File: src/hdl/smts_pkg.sv
`timescale 1ns / 1ps

package smts_pkg;

  localparam int FRAC_BITS = 16;

  localparam int POS_W = 48;
  localparam int REL_W = 40;
  localparam int INC_W = 40;
  localparam int SPEED_W = 16;
  localparam int SSPEED_W = 17;
  localparam int RATE_W = 16;
  localparam int STEP_W = 32;
  localparam int PROD_W = 34;
  localparam int INC_SHIFT = 31 - FRAC_BITS;
  // wide enough for (last +/- 1) scaled to fixed point and for the position
  localparam int CMP_W = (STEP_W + 1 + FRAC_BITS > POS_W + 1) ?
                         (STEP_W + 1 + FRAC_BITS) : (POS_W + 1);

  localparam logic [RATE_W-1:0] RATE_SCALE_RESET = RATE_W'(1024);

  localparam logic OP_MOVE = 1'b0;
  localparam logic OP_TICK = 1'b1;

  localparam int ADDR_W = 3;
  localparam logic REG_RATE_SCALE = 1'b0;

  typedef struct packed {
    logic                      op;
    logic signed [SPEED_W-1:0] speed;
    logic signed [REL_W-1:0]   relative_steps;
  } in_item_t;

  typedef struct packed {
    logic [3:0]               coils;
    logic                     moving;
    logic                     stepped;
    logic signed [STEP_W-1:0] step_count;
  } out_item_t;

endpackage

File: src/hdl/smts_core.sv
`timescale 1ns / 1ps

module smts_core (
  input  logic              clk,
  input  logic              rst,
  input  logic              fire,
  input  smts_pkg::in_item_t item,
  input  logic [15:0]       rate_scale,
  output smts_pkg::out_item_t result
);
  import smts_pkg::*;

  localparam logic signed [POS_W:0] Half = (POS_W + 1)'(1) <<< (FRAC_BITS - 1);

  logic signed [POS_W-1:0]    position, position_next;
  logic signed [POS_W-1:0]    target, target_next;
  logic signed [SSPEED_W-1:0] signed_speed, signed_speed_next;
  logic signed [INC_W-1:0]    tick_increment, tick_increment_next;
  logic signed [STEP_W-1:0]   last_whole_step, last_whole_step_next;
  logic [1:0]                 phase, phase_next;
  logic [3:0]                 coil_levels, coil_levels_next;
  logic [STEP_W-1:0]          real_steps, real_steps_next;

  logic signed [POS_W-1:0]    target_move;
  logic                       behind;
  logic signed [SSPEED_W-1:0] speed_ext;
  logic signed [PROD_W-1:0]   prod, prod_sel, prod_shift;

  logic signed [POS_W:0]      diff;
  logic                       in_window;
  logic signed [POS_W-1:0]    pos_tick;
  logic signed [STEP_W:0]     last_up, last_dn;
  logic signed [CMP_W-1:0]    bound_up, bound_dn, pos_cmp;
  logic                       backward, forward, step;
  logic [1:0]                 nxt, nxt2;
  logic                       moving, stepped;

  // move path
  always_comb begin
    target_move = position + POS_W'(item.relative_steps);
    behind = target_move < position;
    speed_ext = SSPEED_W'(item.speed);
    prod = PROD_W'(speed_ext) * $signed({{(PROD_W-RATE_W){1'b0}}, rate_scale});
    prod_sel = behind ? -prod : prod;
    // arithmetic shift floors toward minus infinity
    prod_shift = prod_sel >>> INC_SHIFT;
  end

  // tick path
  always_comb begin
    diff = (POS_W + 1)'(position) - (POS_W + 1)'(target);
    in_window = (diff < Half) && (diff > -Half);
    pos_tick = position + POS_W'(tick_increment);
    last_up = (STEP_W + 1)'(last_whole_step) + (STEP_W + 1)'(1);
    last_dn = (STEP_W + 1)'(last_whole_step) - (STEP_W + 1)'(1);
    bound_up = CMP_W'(last_up) <<< FRAC_BITS;
    bound_dn = CMP_W'(last_dn) <<< FRAC_BITS;
    pos_cmp = CMP_W'(pos_tick);
    backward = signed_speed < 0;
    forward = signed_speed > 0;
    step = backward ? (pos_cmp <= bound_dn) : (pos_cmp >= bound_up);
    // zero speed steps with the forward test but turns the coils backward
    nxt = forward ? phase + 2'd1 : phase - 2'd1;
    nxt2 = forward ? nxt + 2'd1 : nxt - 2'd1;
  end

  always_comb begin
    position_next = position;
    target_next = target;
    signed_speed_next = signed_speed;
    tick_increment_next = tick_increment;
    last_whole_step_next = last_whole_step;
    phase_next = phase;
    coil_levels_next = coil_levels;
    real_steps_next = real_steps;
    moving = 1'b0;
    stepped = 1'b0;
    if (item.op == OP_MOVE) begin
      target_next = target_move;
      signed_speed_next = behind ? -speed_ext : speed_ext;
      tick_increment_next = INC_W'(prod_shift);
    end else if (!in_window) begin
      moving = 1'b1;
      position_next = pos_tick;
      if (step) begin
        stepped = 1'b1;
        coil_levels_next = (coil_levels | (4'b0001 << nxt) | (4'b0001 << nxt2))
                           & ~(4'b0001 << phase);
        phase_next = nxt;
        real_steps_next = forward ? real_steps + STEP_W'(1) : real_steps - STEP_W'(1);
        last_whole_step_next = backward ? last_whole_step - STEP_W'(1)
                                        : last_whole_step + STEP_W'(1);
      end
    end
    result.coils = coil_levels_next;
    result.moving = moving;
    result.stepped = stepped;
    result.step_count = real_steps_next;
  end

  always_ff @(posedge clk) begin
    if (rst) begin
      position <= '0;
      target <= '0;
      signed_speed <= '0;
      tick_increment <= '0;
      last_whole_step <= '0;
      phase <= '0;
      coil_levels <= '0;
      real_steps <= '0;
    end else if (fire) begin
      position <= position_next;
      target <= target_next;
      signed_speed <= signed_speed_next;
      tick_increment <= tick_increment_next;
      last_whole_step <= last_whole_step_next;
      phase <= phase_next;
      coil_levels <= coil_levels_next;
      real_steps <= real_steps_next;
    end
  end

endmodule

File: src/hdl/stepper_move_tick_sequencer.sv
`timescale 1ns / 1ps
// channel   direction  handshake                   payload
// item      in         item_valid / item_stall     item (op, speed, relative_steps)
// result    out        result_valid / result_stall result (coils, moving, stepped, step_count)
// config    in         apb psel/penable/pwrite     rate_scale at byte address 0
//
// one item per cycle while item_stall is low: the state update and the result are
// one combinational pass (one 17x17 multiply for a move, a 48-bit add and compare for a tick)
// the result is registered in the result queue and seen after the results queued ahead of it
// a two-entry result queue keeps items flowing while a result is stalled;
// item_stall rises only when both entries are full
// rst is synchronous: state zero, coils off, rate_scale 1024, queue empty

module stepper_move_tick_sequencer (
  input  logic                 clk,
  input  logic                 rst,
  input  logic                 item_valid,
  output logic                 item_stall,
  input  smts_pkg::in_item_t   item,
  output logic                 result_valid,
  input  logic                 result_stall,
  output smts_pkg::out_item_t  result,
  input  logic                 psel,
  input  logic                 penable,
  input  logic                 pwrite,
  input  logic [2:0]           paddr,
  input  logic [31:0]          pwdata,
  output logic [31:0]          prdata,
  output logic                 pready
);
  import smts_pkg::*;

  logic [RATE_W-1:0] rate_scale;
  logic              reg_sel;
  out_item_t         core_result;
  out_item_t         slot0, slot1;
  logic [1:0]        count;
  logic              push, pop;

  assign pready = 1'b1;
  assign reg_sel = paddr[ADDR_W-1];

  always_ff @(posedge clk) begin
    if (rst) begin
      rate_scale <= RATE_SCALE_RESET;
    end else if (psel && penable && pwrite && (reg_sel == REG_RATE_SCALE)) begin
      rate_scale <= pwdata[RATE_W-1:0];
    end
  end

  always_comb begin
    prdata = '0;
    if (reg_sel == REG_RATE_SCALE) begin
      prdata = {{(32-RATE_W){1'b0}}, rate_scale};
    end
  end

  assign item_stall = (count == 2'd2);
  assign push = item_valid && !item_stall;
  assign result_valid = (count != 2'd0);
  assign pop = result_valid && !result_stall;
  assign result = slot0;

  smts_core u_core (
    .clk        (clk),
    .rst        (rst),
    .fire       (push),
    .item       (item),
    .rate_scale (rate_scale),
    .result     (core_result)
  );

  always_ff @(posedge clk) begin
    if (rst) begin
      count <= 2'd0;
    end else if (push && !pop) begin
      count <= count + 2'd1;
    end else if (pop && !push) begin
      count <= count - 2'd1;
    end
  end

  always_ff @(posedge clk) begin
    if (push && !pop) begin
      if (count == 2'd0) begin
        slot0 <= core_result;
      end else begin
        slot1 <= core_result;
      end
    end else if (pop && !push) begin
      slot0 <= slot1;
    end else if (push && pop) begin
      if (count == 2'd1) begin
        slot0 <= core_result;
      end else begin
        slot0 <= slot1;
        slot1 <= core_result;
      end
    end
  end

endmodule

File: config.mk
export PLATFORM = sky130hd
export DESIGN_NAME = stepper_move_tick_sequencer
export DESIGN_NICKNAME = d
export VERILOG_FILES = /design/src/hdl/smts_pkg.sv /design/src/hdl/smts_core.sv /design/src/hdl/stepper_move_tick_sequencer.sv
export SDC_FILE = /design/constraint.sdc
export NUM_CORES = 2
export LEC_CHECK = 0
export BUFFER_PORTS_ARGS = -buffer_cell sky130_fd_sc_hd__buf_2
export CAP_MARGIN = 20
export CELL_PAD_IN_SITES_DETAIL_PLACEMENT = 1
export CELL_PAD_IN_SITES_GLOBAL_PLACEMENT = 1
export CORE_ASPECT_RATIO = 1.25
export CORE_UTILIZATION = 48
export CTS_CLUSTER_SIZE = 24
export DETAILED_ROUTE_END_ITERATION = 12
export PLACE_DENSITY = 0.81
export SYNTH_ARGS = -nofsm -noshare
export SYNTH_HDL_FRONTEND = slang
export SYNTH_SLANG_ARGS = --single-unit
File: constraint.sdc
create_clock -name clk -period 9.1 [get_ports clk]
set_input_delay 0.455 -clock clk [delete_from_list [all_inputs] [get_ports clk]]
set_output_delay 0.455 -clock clk [all_outputs]
set_load 0.01 [all_outputs]
* After elaboration in Yosys (flattened, before gate mapping)
Cells that the tools add are included.
** Storage, ports and cells
- Input bits :: 99
- Register bits after elaboration :: 296
- Output and inout port bits :: 73
** Operators by class
- Reduce and logical (&&, ||, !) cells :: 23
- $mul :: 1
- Shift operators :: 3
- Add/sub/neg operators :: 17
- Equal/unequal tests :: 6
- Bitwise gates (word level) :: 7
- Multiplexer cells :: 31
- $lt $le $gt $ge :: 7
** Operator list (number)
- 2-to-1 mux 38 bit :: 10
- 2-to-1 mux 32 bit :: 5
- greater-or-equal comparator 48 x 49 -> 1 bit :: 1
- greater-than comparator 49 x 16 -> 1 bit (second input constant) :: 1
- less-or-equal comparator 48 x 49 -> 1 bit :: 1
- < comparator 49 x 17 -> 1 bit (second input constant) :: 1
- subtractor 48 x 48 -> 49 bit :: 1
- adder 48 x 19 -> 48 bit :: 1
- adder 48 x 40 -> 48 bit :: 1
- < comparator 48 bit :: 1
- 2-to-1 mux 34 bit :: 1
- negator 34 bit :: 1
- adder 32 x 2 -> 33 bit (second input constant) :: 1
- multiplier 16 x 17 -> 33 bit :: 1
- subtractor 32 x 2 -> 33 bit (second input constant) :: 1
- adder 32 x 1 -> 32 bit (second input constant) :: 1
- adder 32 x 2 -> 32 bit (second input constant) :: 1
- subtractor 32 x 1 -> 32 bit (second input constant) :: 1
- subtractor 32 x 2 -> 32 bit (second input constant) :: 1
- greater-than comparator 17 x 1 -> 1 bit (second input constant) :: 1
- < comparator 17 x 1 -> 1 bit (second input constant) :: 1
- 2-to-1 mux 17 bit :: 1
- negator 16 -> 17 bit :: 1
- 2-to-1 mux 16 bit :: 1
- 22 further kinds :: 58

* Depth between registers and ports, before layout
- Depth after elaboration :: 14
- Gate-level depth with buffers :: 30
- Gate-level depth less buffers :: 27

* Modules after synthesis
From an unflattened synthesis, not the netlist that was laid out.
** Unflattened totals
- Cells, all modules :: 4425
- Area, all modules :: 36643.9 um^2
** By module, submodules not included
- smts_core :: cells each 4170, times used 1, area each 32727.6 um^2
- stepper_move_tick_sequencer :: cells each 255, times used 1, area each 3916.3 um^2

* Worst setup path after synthesis
OpenSTA, ideal clock, no wires.
- Kind :: input-to-reg
- Start point :: input item[49] (netlist bit)
- End point :: register u_core.tick_increment[16]
- Buffers on the path :: 2
- Stages on the path :: 27
- Arrival time :: 7114 ps
- Slack :: 1853 ps
- Path through :: clkbuf_1 -> buf_1 -> nand2_1 -> fa_1 -> inv_1 -> fa_1 -> inv_1 -> fa_1 -> inv_1 -> fa_1 -> fa_1 -> inv_1 -> fa_1 -> inv_1 -> ha_1 -> nand2_1 -> or2_2 -> or2_2 -> o21ai_0 -> o21ai_0 -> xnor2_1 -> nor3_1 -> nand4b_1 -> nor4_1 -> nand2b_1 -> xnor2_1 -> a21oi_1
** Between the ends
- Cells in the longest elaborated chain, start to end :: 3
** RTL lines
- start: declaration :: line stepper_move_tick_sequencer.sv:19 : input smts_pkg::in_item_t item,
- multiplier 16 x 17 -> 33 bit (*) :: line smts_core.sv:43 : prod = PROD_W'(speed_ext) * $signed({{(PROD_W-RATE_W){1'b0}}, rate_scale});
- negator 34 bit :: line smts_core.sv:44 : prod_sel = behind ? -prod : prod;
- 2-to-1 mux 34 bit (*) :: line smts_core.sv:44
- end signal: assignment :: line smts_core.sv:115 : tick_increment <= tick_increment_next;
- end: declaration :: line smts_core.sv:18 : logic signed [INC_W-1:0] tick_increment, tick_increment_next;
Mark *: on every way between the ends. The rest lies on a longest branch, timed or not.
A chain may end at the register's enable or synchronous reset.

* Worst setup path in the final report
- Start point :: register u_core.position[0]
- End point :: register u_core.signed_speed[8]
** Between the ends
- Cells in the longest elaborated chain, start to end :: 3
** RTL lines
- start: declaration :: line smts_core.sv:15 : logic signed [POS_W-1:0] position, position_next;
- start signal: assignment :: line smts_core.sv:112 : position <= position_next;
- adder 48 x 40 -> 48 bit :: line smts_core.sv:40 : target_move = position + POS_W'(item.relative_steps);
- net u_core.target_move[44] :: line smts_core.sv:24 : logic signed [POS_W-1:0] target_move;
- < comparator 48 bit :: line smts_core.sv:41 : behind = target_move < position;
- 2-to-1 mux 17 bit :: line smts_core.sv:80 : signed_speed_next = behind ? -speed_ext : speed_ext;
- end signal: assignment :: line smts_core.sv:114 : signed_speed <= signed_speed_next;
- end: declaration :: line smts_core.sv:17 : logic signed [SSPEED_W-1:0] signed_speed, signed_speed_next;
The timed path passes the listed nets, and every way through them passes these cells.

==> results by group <==
Global routing
  • Initial antenna violation count: 4
  • Tot GR Track Use: 0.298
  • Met3 Track Usage GR: 0.0307
  • Vias in the first global route: between 30000 and 40000
  • GR Overflow Total: 0
  • Met2 usage: 0.559
  • Gr busiest metal: met2
  • Met1 usage in global routing: 0.344
  • Pin count of the biggest net entering global routing: 99
  • First-pass GRT wire length: between 150 and 200 mm

Die
  • Core footprint: between 0.07 and 0.08 sq mm
  • Die outline area: approximately 0.076 sq mm
  • Die width: 247 um
  • I/O Pins: ~170
  • Initial Util: 0.489
  • Num rows: around 110
  • Die height: slightly above 300 um

Placed design
  • Routability cong.: 0.942
  • Post-DP HPWL: 85.9 mm
  • PortBufs: approximately 140
  • Area after DPL: ~0.037 sq mm

Timing
  • RSZ-0062 raised after global routing: false
  • Fmax: 0.119 GHz
  • Slew Limit Fails: 0
  • Min cycle time layout: approximately 8400 ps
  • Layout Skew: roughly 23 ps
  • Count of final setup violators: 0
  • Period utilization: 0.922
  • Final hold vios: 0
  • Total negative slack: 0 ps
  • Worst Tran Pin Value: approximately 1100 ps
  • Worst slew margin: 0.265

Synthesis
  • Ranking of synthesized cells by area: ha_1 (16%), dfxtp_1 (12%), fa_1 (11%)
  • #FFs+latches synth: 296
  • Post-synth EDFFs: 76
  • Synth area leader: ha_1
  • Synth top area share: 0.155
  • Synthesized area: roughly 0.036 sq mm
  • Syn avg cell area: 7.90 sq um
  • Synth Flop Type: dfxtp_1
  • Cells after Synth: roughly 4600
  • Post-synthesis sequential area ratio: 0.186
  • Yosys cell types: 90
  • Synth Warn #: 0
  • Async SR Flop Fraction: 0

Critical path
  • Cell family with most CP delay: compound AO/OA/AOI/OAI gates
  • Arr. time, crit path: ~9000 ps
  • Reg-to-Reg Start: u_core.position[0]
  • Critical path fanouts, max: 39
  • Slowest cell on crit path: nor4_1
  • Setup CP Type: reg2reg
  • Buf/Inv on CP: 1
  • Type of origin of the critical path: flop
  • Setup crit start: u_core.position[0]
  • Worst Setup End Kind: flop
  • CP required: 9560 ps
  • Crit path largest cell delay: approximately 830 ps

CTS
  • Hold buffer count at CTS: 0
  • H-tree levels: 2
  • Num CTS Buffers: 36
  • Clock-pin slew on the worst setup and hold paths: 60 ps
  • CTS tree: done
  • Cts repair resizes: 0
  • Clock sink count: 296
  • CTS Root Cell: clkbuf_16
  • Clock latency on the worst-skew pair: roughly 570 ps
  • Clk buf depth: 3
  • Postcts setup bufs: 0

Finish
  • Design area: ~0.039 sq mm
  • Commonest non-fill, non-tap cell in the layout: nand2_1
  • Final-stage net count: 5286
  • Area Overhead vs Synth: 7.02%
  • Share of cells above drive strength 1: 0.0609
  • Most frequent cells in the layout: nand2_1 (535), ha_1 (447), inv_1 (413), a21oi_1 (411), nor2_1 (255)

Worst hold path
  • Hold path start: pwdata[10]
  • Worst Hold Class: in2reg

Pwr
  • VDD IR-drop max: a little under 400 uV
  • Power per cell area: approximately 220 mW/mm^2
  • Total leakage power: around 18 nW

Drt
  • Initial drt markers: between 1000 and 1500
  • Pre-antenna DRT Iters: 9
  • ANT nets after route: 0
  • Vias post-DR: ~33000
  • Via density: 5.98
  • Post-Route WL: about 110 mm
  • Routed len/inst: just over 20 um
  • Remaining DRCs: 10

Job
  • Max Cap Violations: 0

Outcome
  • Failing checks: DRC
  • Outcome: finished, violations left
-- report_power, final --
| part | switching (mW) | internal (mW) | total (mW) |
|---|---|---|---|
| clock | 0.646 | 0.937 | 1.58 |
| combinational | 3.12 | 1.83 | 4.94 |
| sequential | 0.210 | 1.73 | 1.94 |
-- cell usage after synthesis, types with 30 or more instances --
library cell / count
a211oi_1: 67
clkbuf_1: 171
edfxtp_1: 76
dfxtp_1: 220
fa_1: 199
xnor2_1: 168
nor2b_1: 59
inv_1: 413
o21bai_1: 30
nand2_1: 535
o21a_1: 57
nand3_1: 146
o21ai_0: 226
nand2b_1: 51
nor2_1: 256
xor2_1: 115
a21oi_1: 411
nand4_1: 69
and2_1: 131
ha_1: 447
a21o_1: 119
or3_1: 34
nor3_1: 72
a31oi_1: 71
-- layer usage --
layer,part of all wire,vias up
met2,0.52,543
met4,0.035,0
met5,0,-
met3,0.030,229
li1,-,15900
met1,0.42,16500
-- registers in the layout, summed over array words and instances (netlist names), 16 cells and up --
signal and count:
u_core.real_steps 32, u_core.target 48, rate_scale 16, slot1 38, u_core.tick_increment 19, u_core.position 48, u_core.last_whole_step 32, result 38
u_core.signed_speed 17
-- area by class of cell --
class                      count  area (sq um)
tap                          960          1200
clock buffer                  47          1010
antenna                        4          10.0
sequential                   296          6690
timing repair buffer         163           930
clock inverter                18           258
multi-input combinational   3630         26900
fill                        9146         35200
inverter                     414          1550
-- worst min-delay path, cell delays in order --
cell and delay, ps:
buf_2 70, nand2_1 40, nand3_1 70
-- worst paths after layout --
kind | endpoint | slack [ps] | depth (start not counted)
worst max-delay path | u_core.signed_speed[8] | 710 | 25
worst min-delay path | rate_scale[10] | 100 | 3
worst max register to register | u_core.signed_speed[8] | 710 | 25
worst min register to register | u_core.target[14] | 460 | 2
-- through the flow --
stage	hold slack (ps)	setup WS [ps]	utilization	instances	total power [mW]
finish	102	707	0.523	5532	8.47
CTS	74.9	743	0.522	5526	8.49
detailed placement	450	632	0.505	5461	6.85
floorplan	436	1850	-	4575	5.47
global route	115	239	0.523	5532	9.11
global placement	443	788	0.505	5461	6.69
-- kinds of logic (layout without fill, tap and decap cells) --
group | after synthesis | in the layout | synth area share
AO/OA/AOI/OAI | 1185 | 1185 | 0.207
AND/OR/NAND/NOR | 1489 | 1489 | 0.199
XOR/XNOR | 283 | 283 | 0.0688
flip-flops | 296 | 296 | 0.186
adder cells (fa/ha/maj) | 646 | 646 | 0.266
other | 2 | 21 | 0.000208
multiplexers | 10 | 10 | 0.00281
buffers and inverters | 649 | 642 | 0.0710
(Power assumes the default switching activity.)
